**src/design/ptdc_pkg.sv**
```systemverilog
package ptdc_pkg;

    // Character codes
    localparam logic [7:0] CHAR_SLASH = 8'd47;
    localparam logic [7:0] CHAR_DOT   = 8'd46;

    // Depth counter saturates here
    localparam int unsigned DEPTH_MAX = 1023;
    localparam int unsigned DEPTH_W   = $clog2(DEPTH_MAX + 1);
    localparam logic [DEPTH_W-1:0] DEPTH_TOP = DEPTH_W'(DEPTH_MAX);

    localparam int unsigned DATA_W = 8;

    // Kind of the open segment
    typedef enum logic [1:0] {
        KIND_EMPTY  = 2'd0,
        KIND_DOT    = 2'd1,
        KIND_DOTDOT = 2'd2,
        KIND_OTHER  = 2'd3
    } t_kind;

    // One path character with its end marker
    typedef struct packed {
        logic [7:0] path_byte;
        logic       last_byte;
    } t_item;

    // Handoff from the tracker to the result register
    typedef struct packed {
        logic load;
        logic verdict;
    } t_result;

    // Kind after one more non-slash character
    function automatic t_kind next_kind(input t_kind kind, input logic [7:0] ch);
        t_kind k;
        begin
            k = KIND_OTHER;
            if (ch == CHAR_DOT) begin
                case (kind)
                    KIND_EMPTY: k = KIND_DOT;
                    KIND_DOT:   k = KIND_DOTDOT;
                    default:    k = KIND_OTHER;
                endcase
            end
            return k;
        end
    endfunction

    // Depth after closing a segment of the given kind
    function automatic logic [DEPTH_W-1:0] close_depth(input logic [DEPTH_W-1:0] depth,
                                                      input t_kind kind);
        logic [DEPTH_W-1:0] d;
        begin
            d = depth;
            if (kind == KIND_DOTDOT) begin
                if (depth != '0) d = depth - DEPTH_W'(1);
            end else if (kind == KIND_OTHER) begin
                if (depth < DEPTH_TOP) d = depth + DEPTH_W'(1);
            end
            return d;
        end
    endfunction

endpackage

```
**src/design/ptdc_in_reg.sv**
```systemverilog
module ptdc_in_reg
    import ptdc_pkg::*;
(
    input  logic  i_clk,
    input  logic  i_rst_n,
    input  logic  i_load,
    input  logic  i_adv,
    input  t_item i_item,
    output logic  o_valid,
    output t_item o_item
);

    logic  r_valid;
    logic  n_valid;
    t_item r_item;

    // Fill on a request, empty when the tracker consumes
    always_comb begin
        n_valid = r_valid;
        if (i_load)     n_valid = 1'b1;
        else if (i_adv) n_valid = 1'b0;
    end

    always_ff @(posedge i_clk) begin
        if (!i_rst_n) begin
            r_valid <= 1'b0;
        end else begin
            r_valid <= n_valid;
        end
    end

    // Hold payload until the next request
    always_ff @(posedge i_clk) begin
        if (i_load) begin
            r_item <= i_item;
        end
    end

    assign o_valid = r_valid;
    assign o_item  = r_item;

endmodule

```
**src/design/ptdc_tracker.sv**
```systemverilog
module ptdc_tracker
    import ptdc_pkg::*;
(
    input  logic    i_clk,
    input  logic    i_rst_n,
    input  logic    i_adv,
    input  t_item   i_item,
    output t_result o_result
);

    logic               r_seen;
    t_kind              r_kind;
    logic [DEPTH_W-1:0] r_depth;
    logic               r_alert;

    logic               n_seen;
    t_kind              n_kind;
    logic [DEPTH_W-1:0] n_depth;
    logic               n_alert;

    // Classify the character and close segments
    always_comb begin
        logic               is_slash;
        logic               last;
        logic [DEPTH_W-1:0] d1;
        begin
            is_slash = (i_item.path_byte == CHAR_SLASH);
            last     = i_item.last_byte;
            n_seen   = r_seen;
            n_kind   = r_kind;
            n_depth  = r_depth;
            n_alert  = r_alert;
            d1       = r_depth;
            if (is_slash) begin
                // close the open segment, then on a final slash the trailing empty one
                if (r_seen) begin
                    d1 = close_depth(r_depth, r_kind);
                    if (d1 == '0) n_alert = 1'b1;
                end
                n_seen  = 1'b1;
                n_kind  = KIND_EMPTY;
                n_depth = d1;
                if (last && d1 == '0) n_alert = 1'b1;
            end else if (r_seen) begin
                n_kind = next_kind(r_kind, i_item.path_byte);
                if (last) begin
                    n_depth = close_depth(r_depth, n_kind);
                    if (n_depth == '0) n_alert = 1'b1;
                end
            end
            o_result.load    = i_adv && last;
            o_result.verdict = !n_alert;
        end
    end

    // Advance per character, clear after each verdict
    always_ff @(posedge i_clk) begin
        if (!i_rst_n) begin
            r_seen  <= 1'b0;
            r_kind  <= KIND_EMPTY;
            r_depth <= '0;
            r_alert <= 1'b0;
        end else if (i_adv) begin
            if (i_item.last_byte) begin
                r_seen  <= 1'b0;
                r_kind  <= KIND_EMPTY;
                r_depth <= '0;
                r_alert <= 1'b0;
            end else begin
                r_seen  <= n_seen;
                r_kind  <= n_kind;
                r_depth <= n_depth;
                r_alert <= n_alert;
            end
        end
    end

endmodule

```
**src/design/ptdc_out_reg.sv**
```systemverilog
module ptdc_out_reg
    import ptdc_pkg::*;
(
    input  logic    i_clk,
    input  logic    i_rst_n,
    input  t_result i_result,
    input  logic    i_take,
    output logic    o_valid,
    output logic    o_verdict
);

    logic r_valid;
    logic n_valid;
    logic r_verdict;

    // Keep the verdict until the receiver takes it
    always_comb begin
        n_valid = r_valid;
        if (i_result.load) n_valid = 1'b1;
        else if (i_take)   n_valid = 1'b0;
    end

    always_ff @(posedge i_clk) begin
        if (!i_rst_n) begin
            r_valid <= 1'b0;
        end else begin
            r_valid <= n_valid;
        end
    end

    always_ff @(posedge i_clk) begin
        if (i_result.load) begin
            r_verdict <= i_result.verdict;
        end
    end

    assign o_valid   = r_valid;
    assign o_verdict = r_verdict;

endmodule

```
**src/design/path_traversal_depth_check_core.sv**
```systemverilog
// Path traversal depth check.
// Slave channel: one path character per request, i_s_tdata holds the byte and
// i_s_tlast marks the final character of a path. Master channel: one request
// per path, o_m_tdata[0] holds the verdict (1 safe, 0 traversal alert).
// Characters before the first slash are skipped; each later segment moves a
// nesting depth counter (".." down to zero, "." and empty hold, others up to
// a saturation limit), and a depth of zero after any segment flags an alert.
// Flow: a final character passes the input register, then the tracker into
// the result register, where its verdict is offered.
// Throughput: one character per cycle but for the stall below; the depth
// tracker clears at each final character, so paths may follow without gaps.
// Reset: clears the input register, the tracker state and the result valid.
// Stall: while a verdict waits, non-final characters still flow through the
// tracker; a final character waits in the input register until the result
// register frees, and o_s_tready drops only then.
module path_traversal_depth_check_core
    import ptdc_pkg::*;
(
    input  logic              i_clk,
    input  logic              i_rst_n,
    input  logic              i_s_tvalid,
    output logic              o_s_tready,
    input  logic [DATA_W-1:0] i_s_tdata,   // [7:0] path_byte
    input  logic              i_s_tlast,   // last_byte
    output logic              o_m_tvalid,
    input  logic              i_m_tready,
    output logic [DATA_W-1:0] o_m_tdata    // [0] verdict, [7:1] zero
);

    logic    in_valid;
    t_item   in_item;
    t_item   s_item;
    t_result result;
    logic    out_valid;
    logic    out_verdict;
    logic    adv;
    logic    load;

    // Advance the held character unless its verdict has no room
    assign adv  = in_valid && (!in_item.last_byte || !out_valid || i_m_tready);
    assign o_s_tready = !in_valid || adv;
    assign load = i_s_tvalid && o_s_tready;

    assign s_item.path_byte = i_s_tdata;
    assign s_item.last_byte = i_s_tlast;

    ptdc_in_reg u_in_reg (
        .i_clk   (i_clk),
        .i_rst_n (i_rst_n),
        .i_load  (load),
        .i_adv   (adv),
        .i_item  (s_item),
        .o_valid (in_valid),
        .o_item  (in_item)
    );

    ptdc_tracker u_tracker (
        .i_clk    (i_clk),
        .i_rst_n  (i_rst_n),
        .i_adv    (adv),
        .i_item   (in_item),
        .o_result (result)
    );

    ptdc_out_reg u_out_reg (
        .i_clk     (i_clk),
        .i_rst_n   (i_rst_n),
        .i_result  (result),
        .i_take    (i_m_tready),
        .o_valid   (out_valid),
        .o_verdict (out_verdict)
    );

    assign o_m_tvalid = out_valid;
    assign o_m_tdata  = {{(DATA_W-1){1'b0}}, out_verdict};

endmodule

```
**config.mk**
```make
export PLATFORM = sky130hd
export DESIGN_NAME = path_traversal_depth_check_core
export DESIGN_NICKNAME = d
export VERILOG_FILES = /design/src/design/ptdc_pkg.sv /design/src/design/ptdc_in_reg.sv /design/src/design/ptdc_tracker.sv /design/src/design/ptdc_out_reg.sv /design/src/design/path_traversal_depth_check_core.sv
export SDC_FILE = /design/constraint.sdc
export NUM_CORES = 1
export LEC_CHECK = 0
export ABC_AREA = 1
export BUFFER_PORTS_ARGS = -buffer_cell sky130_fd_sc_hd__buf_2
export CAP_MARGIN = 20
export CORE_MARGIN = 2
export CORE_UTILIZATION = 64
export DETAILED_ROUTE_END_ITERATION = 6
export PLACE_DENSITY = 0.86
export SLEW_MARGIN = 10
export SYNTH_ARGS = -nofsm -noshare
export SYNTH_HDL_FRONTEND = slang
export SYNTH_HIERARCHICAL = 1
export SYNTH_SLANG_ARGS = --single-unit
```
**constraint.sdc**
```tcl
create_clock -name i_clk -period 4.5 [get_ports i_clk]
set_input_delay 0.9 -clock i_clk [delete_from_list [all_inputs] [get_ports i_clk]]
set_output_delay 0.9 -clock i_clk [all_outputs]
set_load 0.005 [all_outputs]
```
==> results.tsv, run 1 <==
stage	metric	value	unit
flow_run	max cap viols	0	
critical_path	Critical R2R Launch	u_tracker/r_depth[1]	
timing	Fin Setup TNS	0	ns
timing	ratio of final minimum period to clock period	0.567	
routing	routed via count	2336	
floorplan	Core Area	0.00339	mm2
timing	Worst-Margin Slew	0.648	ns
timing	Slew Viols, Final	0	
layout	share of cells above drive strength 1	0.129	
timing	Final Hold Fails	0	
layout	Fillers	299	
layout	nets	380	
yosys	Post-Syn Area	0.00228	mm2
clock_tree	# hold bufs at CTS	0	
routing	Starting DRT DRC Count	274	
global_routing	Remaining Overflow, GRT	0	
critical_path	R2R cell count	16	
clock_tree	clk slew on worst S/H paths	0.13	ns
worst_hold_path	Hold Path Depth	2	
yosys	Synth area leaders	nand2_1 (18%), dfxtp_1 (14%), edfxtp_1 (13%)	
timing	Setup violations, final	0	
floorplan	Die Span Y	63.7	um
placement	hpwl dp	4260	um
placement	routability cong.	1.03	
clock_tree	CTS resizes	0	
clock_tree	CTS tree	yes	
routing	DRT Pass-1 Iters	5	
clock_tree	Skew-Pair Late Insertion Delay	0.31	ns
yosys	#FFs+latches synth	26	
pwr	P_leak	1.02	nW
yosys	Post-Synthesis Cells	359	
routing	DRC Markers	0	
clock_tree	H-tree depth	1	
yosys	Avg Cell Area, Syn	6.34	um2
yosys	register area share after synthesis	0.273	
timing	FMAX	392	MHz
critical_path	crit path to	u_out_reg/o_verdict	
routing	WL/cell	13.1	um
floorplan	initial core utilization	0.672	
global_routing	pin count of the biggest net entering global routing	15	
layout	most frequent cells in the layout	nand2_1 (111), nand3_1 (41), inv_1 (39)	
global_routing	GRT Overall Usage	0.280	
global_routing	initial antenna violation count	0	
pwr	Power per Cell Area	173	mW/mm2
clock_tree	Root Buffer	clkbuf_4	
global_routing	first-pass GRT wire length	9030	um
clock_tree	deepest clock path buffer count	2	
clock_tree	CTS buffer count	3	
layout	most common cell after layout, fill and taps aside	nand2_1	
clock_tree	clk sinks	26	
yosys	Synth top area share	0.183	
worst_hold_path	Hold Path Class	reg -> reg	
floorplan	die width	63.7	um
routing	Post-DRT Antenna Nets	0	
critical_path	Arrival @ worst endpoint	2.62	ns
routing	Routed WL	5360	um
timing	clock period minus worst slack	2.55	ns
critical_path	setup slack, reg-to-reg	1.95	ns
routing	detailed-route vias per instance	5.71	
timing	Hold WS	0.493	ns
floorplan	IO Count	23	
clock_tree	Post-CTS Setup Bufs	0	
pwr	peak supply drop	0.221	mV
timing	skew final	0.0158	ns
layout	Core Util, Final	0.678	
yosys	Yosys warnings	6	
critical_path	CP Capture Type	register	
critical_path	startpoint types	register	
layout	diode count	0	
global_routing	number of global-route vias before repair	1986	
timing	Slew headroom	0.567	
floorplan	Die ar.	0.00405	mm2
critical_path	Reg-to-Reg End	u_out_reg/o_verdict	
critical_path	Critical Path RT	4.57	ns
pwr	Power Total	0.000398	W
status	outcome	finished, final reports clean	
layout	area delta synth->final	0.879	%
critical_path	critical path peak fanout	10	
critical_path	CP startpoint	u_tracker/r_depth[1]	
critical_path	CP Class	reg -> reg	
yosys	Cell variety after synth	39	
yosys	Synth area leader	nand2_1	
placement	I/O Buffers	15	
floorplan	Site Rows	21	
timing	RSZ-0062 raised after global routing	no	
[power breakdown]
| group | switching [W] | internal (W) |
|---|---|---|
| Combinational | 0.0000305 | 0.0000163 |
| Clock | 0.0000592 | 0.0000345 |
| Sequential | 0.00000581 | 0.000251 |
| Total | 0.0000956 | 0.000302 |
[logic make-up after synthesis]
group	after synthesis	share of synthesized area
other	1	0.00165
XOR/XNOR	5	0.0192
flip-flops	26	0.273
AND/OR/NAND/NOR	225	0.458
adder cells (fa/ha/maj)	3	0.0165
buffers and inverters	66	0.145
AO/OA/AOI/OAI	33	0.0874
[cell usage after synthesis]
cell	n
nor2_2	4
nand3_4	1
and3_1	3
o2111ai_1	1
dfxtp_1	16
buf_6	4
inv_2	5
nor2_1	32
a21oi_2	3
nand4_2	1
clkinv_1	1
ha_1	3
conb_1	1
buf_8	1
a31oi_1	1
nand2_1	111
nor3b_1	2
nor3_1	3
o22ai_1	2
inv_1	39
xnor2_1	1
o21ai_0	7
o21ai_2	2
or2_2	1
edfxtp_1	10
nor2_4	3
clkbuf_1	3
xor2_1	4
or2_0	1
o211ai_2	1
nand2_2	5
nand4_1	13
nand3b_1	1
a21oi_1	14
nand3_2	3
o21ai_1	2
nand3_1	41
buf_2	3
buf_4	10
[cell type report]
cell class                      instances  area, um2  area share
Clock buffer                            4       26.3      0.0114
Inverter                               45        169      0.0735
Multi-Input combinational cell        273       1350       0.587
Sequential cell                        26        621       0.270
Tap cell                               46       57.6      0.0251
Timing Repair Buffer                   15       75.1      0.0327
[per-layer routing]
metal / vias up / track usage / wire length [um]
li1: 1148 / - / -
met1: 987 / 0.396 / 2260
met2: 164 / 0.436 / 2280
met3: 37 / 0.0393 / 587
met4: 0 / 0.101 / 231
met5: - / 0 / 0
[state kept, by name, summed over array words and instances, names as in the netlist]
register / flops
u_tracker/r_alert: 1
u_tracker/r_seen: 1
u_tracker/r_kind: 2
u_out_reg/o_verdict: 1
u_tracker/r_depth: 10
u_in_reg/o_item: 9
u_out_reg/o_valid: 1
u_in_reg/o_valid: 1
[through the flow]
step / setup WS, ns / area, um2 / instances
2_1_floorplan: 2.26 / 2300 / 365
3_3_place_gp: 2.02 / 2270 / 405
3_5_place_dp: 1.92 / 2270 / 405
4_1_cts: 2.03 / 2300 / 409
5_1_grt: 1.74 / 2300 / 409
6_report: 1.95 / 2300 / 409
[worst max-delay path: stages (launching register included)]
cell,delay [ns]
dfxtp_1,0.60
ha_1,0.36
nand3_4,0.10
nor2_4,0.17
inv_2,0.06
nand2_1,0.05
nand3_1,0.09
nand2_1,0.07
nand2_1,0.06
nor2_1,0.14
o21ai_0,0.14
nor2_1,0.13
nand3_1,0.10
nand2_1,0.07
nand2_1,0.05
nand2_1,0.08
inv_1,0.04
[how the worst min path moves through the flow]
stage	start	end	slack, ns
global route	u_tracker/r_kind[1]	u_tracker/r_kind[1]	0.51
finish	u_tracker/r_kind[1]	u_tracker/r_kind[1]	0.49
CTS	u_tracker/r_kind[1]	u_tracker/r_kind[1]	0.49
global placement	u_tracker/r_kind[1]	u_tracker/r_kind[1]	0.47
detailed placement	u_tracker/r_kind[1]	u_tracker/r_kind[1]	0.47
floorplan	u_tracker/r_kind[1]	u_tracker/r_kind[1]	0.45
(Power assumes the default switching activity.)
==> run 2: changes to the inputs <==
--- a/config.mk
+++ b/config.mk
@@ -9,9 +9,9 @@
 export BUFFER_PORTS_ARGS = -buffer_cell sky130_fd_sc_hd__buf_2
 export CAP_MARGIN = 20
 export CORE_MARGIN = 2
-export CORE_UTILIZATION = 64
+export CORE_UTILIZATION = 60
 export DETAILED_ROUTE_END_ITERATION = 6
-export PLACE_DENSITY = 0.86
+export PLACE_DENSITY = 0.81
 export SLEW_MARGIN = 10
 export SYNTH_ARGS = -nofsm -noshare
 export SYNTH_HDL_FRONTEND = slang
==> constraint.sdc (replaced) <==
create_clock -name i_clk -period 2.57 [get_ports i_clk]
set_input_delay 0.514 -clock i_clk [delete_from_list [all_inputs] [get_ports i_clk]]
set_output_delay 0.514 -clock i_clk [all_outputs]
set_load 0.005 [all_outputs]
==> run 2 against run 1 <==
  * The flow now finishes with violations (design-rule violations)
  * Design area up 6.5%
  * Clock power rose to 3.6 times the previous value
  * Combinational power up 100%
  * Power up 120%
  * Clock skew down 0.011 ns
  * Final cell count up 3.4%
  * Routed wire length up 15%
  * Sequential share of layout area down 1.5 points
  * Clock-buffer cell count down 1
  * Maximum frequency up 5.5%
  * First-iteration DRC count up 11%
  * Die area up 6.2%
  * Critical endpoint is now u_tracker/r_alert
  * Largest cell class unchanged
  * Highest routed layer unchanged
==> results.tsv, run 2 (same netlist as run 1, synthesis figures left out) <==
stage	metric	value	unit
pwr	Power per Cell Area	357	mW/mm2
flow_run	max cap viols	0	
timing	Slew Viols, Final	0	
routing	DRC Markers	1	
global_routing	Remaining Overflow, GRT	0	
critical_path	Arrival @ worst endpoint	2.56	ns
clock_tree	Skew-Pair Late Insertion Delay	0.27	ns
clock_tree	CTS buffer count	3	
critical_path	slowest CP cell	dfxtp_1	
clock_tree	clk sinks	26	
layout	most frequent cells in the layout	nand2_1 (111), nand3_1 (40), inv_1 (39)	
critical_path	R2R cell count	15	
floorplan	initial core utilization	0.622	
layout	nets	392	
global_routing	initial antenna violation count	0	
clock_tree	H-tree depth	1	
critical_path	CP Cell Sequence	nand2_1 -> nor2_1 -> nand3_2 -> nand3_1 -> nand2_1 -> nand2_1 -> nor2_1 -> o21ai_0 -> nor2_1 -> nand3_1 -> nand2_1 -> nand2_1 -> nand2_1 -> nand2_1 -> a21oi_2	
clock_tree	# hold bufs at CTS	0	
global_routing	first-pass GRT wire length	10100	um
routing	detailed-route vias per instance	5.71	
timing	ratio of final minimum period to clock period	0.940	
critical_path	Critical R2R Launch	u_tracker/r_depth[9]	
timing	Final Hold Fails	0	
routing	routed via count	2415	
floorplan	Die Span Y	65.6	um
floorplan	die width	65.6	um
floorplan	Site Rows	22	
critical_path	Crit path top cell by count	nand2_1	
critical_path	setup slack, reg-to-reg	0.15	ns
critical_path	Reg-to-Reg End	u_tracker/r_alert	
placement	I/O Buffers	15	
layout	Reg with most FFs	u_tracker/r_depth	
clock_tree	Root Buffer	clkbuf_8	
timing	Hold WS	0.417	ns
status	outcome	complete, but fails checks	
layout	Fillers	322	
routing	WL/cell	14.6	um
timing	Fin Setup TNS	0	ns
clock_tree	deepest clock path buffer count	2	
layout	most common cell after layout, fill and taps aside	nand2_1	
critical_path	CP startpoint	u_tracker/r_depth[9]	
global_routing	number of global-route vias before repair	2156	
floorplan	Die ar.	0.00430	mm2
timing	FMAX	414	MHz
critical_path	CP peak stage delay	0.55	ns
critical_path	Critical Path RT	2.72	ns
clock_tree	CTS tree	yes	
floorplan	Core Area	0.00366	mm2
pwr	P_leak	1.10	nW
layout	diode count	0	
timing	clock period minus worst slack	2.42	ns
timing	Setup violations, final	0	
routing	Post-DRT Antenna Nets	0	
layout	area delta synth->final	7.42	%
worst_hold_path	Hold Path Class	in -> reg	
timing	skew final	0.00469	ns
status	violated checks	design-rule violations	
clock_tree	Post-CTS Setup Bufs	0	
global_routing	pin count of the biggest net entering global routing	16	
clock_tree	clk slew on worst S/H paths	0.09	ns
floorplan	IO Count	23	
pwr	Power Total	0.000874	W
routing	Routed WL	6180	um
placement	routability cong.	1.12	
pwr	peak supply drop	0.428	mV
global_routing	GRT Overall Usage	0.306	
critical_path	CP Class	reg -> reg	
layout	share of cells above drive strength 1	0.173	
timing	RSZ-0062 raised after global routing	no	
critical_path	CP Capture Type	register	
layout	number of flip-flops in the largest register	10	
placement	hpwl dp	4860	um
critical_path	critical path peak fanout	8	
layout	Core Util, Final	0.668	
critical_path	crit path to	u_tracker/r_alert	
routing	Starting DRT DRC Count	304	
critical_path	startpoint types	register	
routing	DRT Pass-1 Iters	7	
run 2: cell count changes in the layout (fill, tap and decap cells not counted), moves of 3 or more:
cell	before	now
buf_4	0	12
clkbuf_4	3	0
clkbuf_8	0	3
dfxtp_1	16	13
dfxtp_2	0	3
run 2: worst min path at each step:
stage	from	to	slack [ns]	cells after the start
CTS	i_s_tdata[7]	u_in_reg/o_item[8]	0.41	1
global placement	u_tracker/r_kind[1]	u_tracker/r_kind[1]	0.47	2
finish	i_s_tdata[2]	u_in_reg/o_item[3]	0.42	1
global route	i_s_tdata[7]	u_in_reg/o_item[8]	0.41	1
detailed placement	u_tracker/r_depth[7]	u_tracker/r_depth[7]	0.48	2
floorplan	u_tracker/r_kind[1]	u_tracker/r_kind[1]	0.45	2
run 2: power breakdown:
group	internal [W]	leakage [nW]	switching, W
logic	0.0000331	0.843	0.0000614
clock network	0.000208	0.0357	0.000125
registers	0.000440	0.225	0.00000658
run 2: stage by stage:
stage                     instances  setup WS [ns]  cell area, um2
after global placement          419          0.195            2360
after detailed placement        419          0.199            2360
after floorplan                 365          0.495            2300
after CTS                       423          0.167            2430
final                           423          0.154            2450
after global routing            423         0.0110            2450
run 2: timing repair:
item / 4_1_cts / 5_1_grt
endpoints found under the hold margin: 0 / 0
setup endpoints to repair: 0 / 2
resized for setup: 0 / 5
run 2: worst max-delay path: cells and delay by family, from the launching register on:
kind / cells / cell delay, ns
compound gates: 2 / 0.34
simple gates: 13 / 1.39
flops: 1 / 0.55
run 2: per-layer routing:
layer / wire length, um / track usage / share of wire / up-vias
met2: 2810 / 0.478 / 0.46 / 153
met4: 107 / 0.0625 / 0.017 / 0
met1: 2580 / 0.429 / 0.42 / 1075
li1: - / - / - / 1177
met3: 678 / 0.0771 / 0.11 / 10
met5: 0 / 0 / 0 / -
run 2: area by class of cell:
| type | count | area (um2) | share of cell area |
|---|---|---|---|
| multi-input combinational | 273 | 1360 | 0.554 |
| sequential | 26 | 624 | 0.255 |
| inverter | 45 | 169 | 0.0691 |
| timing repair buffer | 27 | 165 | 0.0675 |
| tap | 48 | 60.1 | 0.0246 |
| clock buffer | 3 | 41.3 | 0.0169 |
| clock inverter | 1 | 30.0 | 0.0123 |
==> run 3: changes to the inputs <==
--- a/config.mk
+++ b/config.mk
@@ -9,9 +9,8 @@
 export BUFFER_PORTS_ARGS = -buffer_cell sky130_fd_sc_hd__buf_2
 export CAP_MARGIN = 20
 export CORE_MARGIN = 2
-export CORE_UTILIZATION = 60
+export CORE_UTILIZATION = 38
 export DETAILED_ROUTE_END_ITERATION = 6
-export PLACE_DENSITY = 0.81
 export SLEW_MARGIN = 10
 export SYNTH_ARGS = -nofsm -noshare
 export SYNTH_HDL_FRONTEND = slang
==> run 3 against run 2 <==
  * The flow now finishes without violations
  * Setup slack better by 0.074 ns
  * Non-clock buffer count increased by 3
  * Combinational power up 1%
  * Final cell count up 7.1%
  * Design area grew 2.3%
  * First-iteration DRC count down 28%
  * Hold slack got worse by 0.0076 ns
  * Via count down 0.99%
==> results.tsv, run 3 (same netlist as run 1, synthesis figures left out) <==
stage	metric	value	unit
timing	Final Hold Fails	0	
placement	routability cong.	0.930	
layout	most common cell after layout, fill and taps aside	nand2_1	
timing	RSZ-0062 raised after global routing	no	
clock_tree	CTS tree	yes	
layout	Reg with most FFs	u_tracker/r_depth	
layout	Core Util, Final	0.428	
routing	DRC Markers	0	
layout	Fillers	602	
timing	Setup violations, final	0	
global_routing	pin count of the biggest net entering global routing	16	
routing	detailed-route vias per instance	5.28	
timing	ratio of final minimum period to clock period	0.912	
critical_path	CP peak stage delay	0.41	ns
critical_path	Arrival @ worst endpoint	2.50	ns
clock_tree	Root Buffer	clkbuf_8	
pwr	Power per Cell Area	349	mW/mm2
clock_tree	clk sinks	26	
critical_path	startpoint types	register	
layout	most frequent cells in the layout	nand2_1 (111), nand3_1 (40), inv_1 (39)	
routing	Post-DRT Antenna Nets	0	
layout	share of cells above drive strength 1	0.177	
floorplan	Site Rows	28	
floorplan	IO Count	23	
timing	Hold WS	0.409	ns
clock_tree	deepest clock path buffer count	2	
placement	I/O Buffers	15	
timing	Slew Viols, Final	0	
clock_tree	H-tree depth	1	
critical_path	slowest CP cell	dfxtp_1	
routing	DRT Pass-1 Iters	6	
layout	area delta synth->final	9.84	%
floorplan	Die Span Y	81.4	um
floorplan	die width	81.4	um
pwr	peak supply drop	0.293	mV
critical_path	Critical Path RT	2.72	ns
critical_path	Crit path top cell by count	nand2_1	
global_routing	initial antenna violation count	0	
critical_path	CP Class	reg -> reg	
clock_tree	# hold bufs at CTS	0	
clock_tree	Post-CTS Setup Bufs	0	
worst_hold_path	Hold Path Class	in -> reg	
clock_tree	CTS resizes	0	
routing	routed via count	2391	
routing	Routed WL	6350	um
critical_path	CP Capture Type	register	
clock_tree	Skew-Pair Late Insertion Delay	0.27	ns
global_routing	number of global-route vias before repair	2252	
pwr	P_leak	1.12	nW
flow_run	max cap viols	0	
floorplan	Core Area	0.00585	mm2
timing	FMAX	427	MHz
layout	diode count	0	
floorplan	initial core utilization	0.389	
timing	clock period minus worst slack	2.34	ns
status	outcome	finished, final reports clean	
timing	skew final	0.0119	ns
placement	hpwl dp	5120	um
timing	Fin Setup TNS	0	ns
global_routing	first-pass GRT wire length	10600	um
routing	WL/cell	14.0	um
clock_tree	CTS buffer count	3	
critical_path	CP Cell Sequence	nand2_1 -> nor2_1 -> nand3_2 -> nand3_1 -> nand2_1 -> nand2_1 -> nor2_1 -> o21ai_0 -> nor2_1 -> nand3_1 -> nand2_1 -> nand2_1 -> nand2_1 -> nand2_1 -> a21oi_2	
global_routing	GRT Overall Usage	0.207	
floorplan	Die ar.	0.00663	mm2
layout	number of flip-flops in the largest register	10	
global_routing	Remaining Overflow, GRT	0	
layout	nets	395	
routing	Starting DRT DRC Count	220	
clock_tree	clk slew on worst S/H paths	0.09	ns
critical_path	critical path peak fanout	6	
## run 3: per-stage QoR
stage                     std cells  area, um2  power, W  setup WS, ns
after detailed placement        449       2420  0.000549         0.112
after CTS                       453       2490  0.000883         0.111
final                           453       2500  0.000872         0.227
after floorplan                 365       2300  0.000526         0.495
after global routing            453       2500  0.000912       0.00608
after global placement          449       2420  0.000549        0.0628
## run 3: worst paths after layout
| path | from | endpoint | slack, ns | depth (start not counted) |
|---|---|---|---|---|
| worst min register to register | u_tracker/r_kind[1] | u_tracker/r_kind[1] | 0.49 | 2 |
| worst max-delay path | u_tracker/r_depth[7] | u_tracker/r_alert | 0.23 | 15 |
| worst min-delay path | i_s_tdata[5] | u_in_reg/o_item[6] | 0.41 | 1 |
| worst max register to register | u_tracker/r_depth[7] | u_tracker/r_alert | 0.23 | 15 |
## run 3: worst max-delay path, delay by kind of cell, from the launching register on
| kind | cells | cell delay, ns |
|---|---|---|
| DFF | 1 | 0.41 |
| AOI/OAI and AO/OA | 2 | 0.31 |
| and+or+nand+nor | 13 | 1.51 |
## run 3: power by group
part	leakage [nW]	internal, W	switching (W)
clock	0.0357	0.000208	0.000122
combinational	0.857	0.0000341	0.0000618
sequential	0.224	0.000440	0.00000568
## run 3: metal layers
metal / global-route usage / vias to the layer above / wire length (um)
li1: - / 1180 / -
met1: 0.266 / 1072 / 2690
met2: 0.342 / 117 / 2980
met3: 0.0308 / 22 / 429
met4: 0.0983 / 0 / 243
met5: 0 / - / 0
## run 3: layout make-up
class                      count  area, um2  area share
sequential                    26        623       0.249
multi-input combinational    273       1360       0.542
timing repair buffer          30        188      0.0750
inverter                      45        169      0.0675
clock inverter                 1       30.0      0.0120
clock buffer                   3       41.3      0.0165
tap                           75       93.8      0.0375
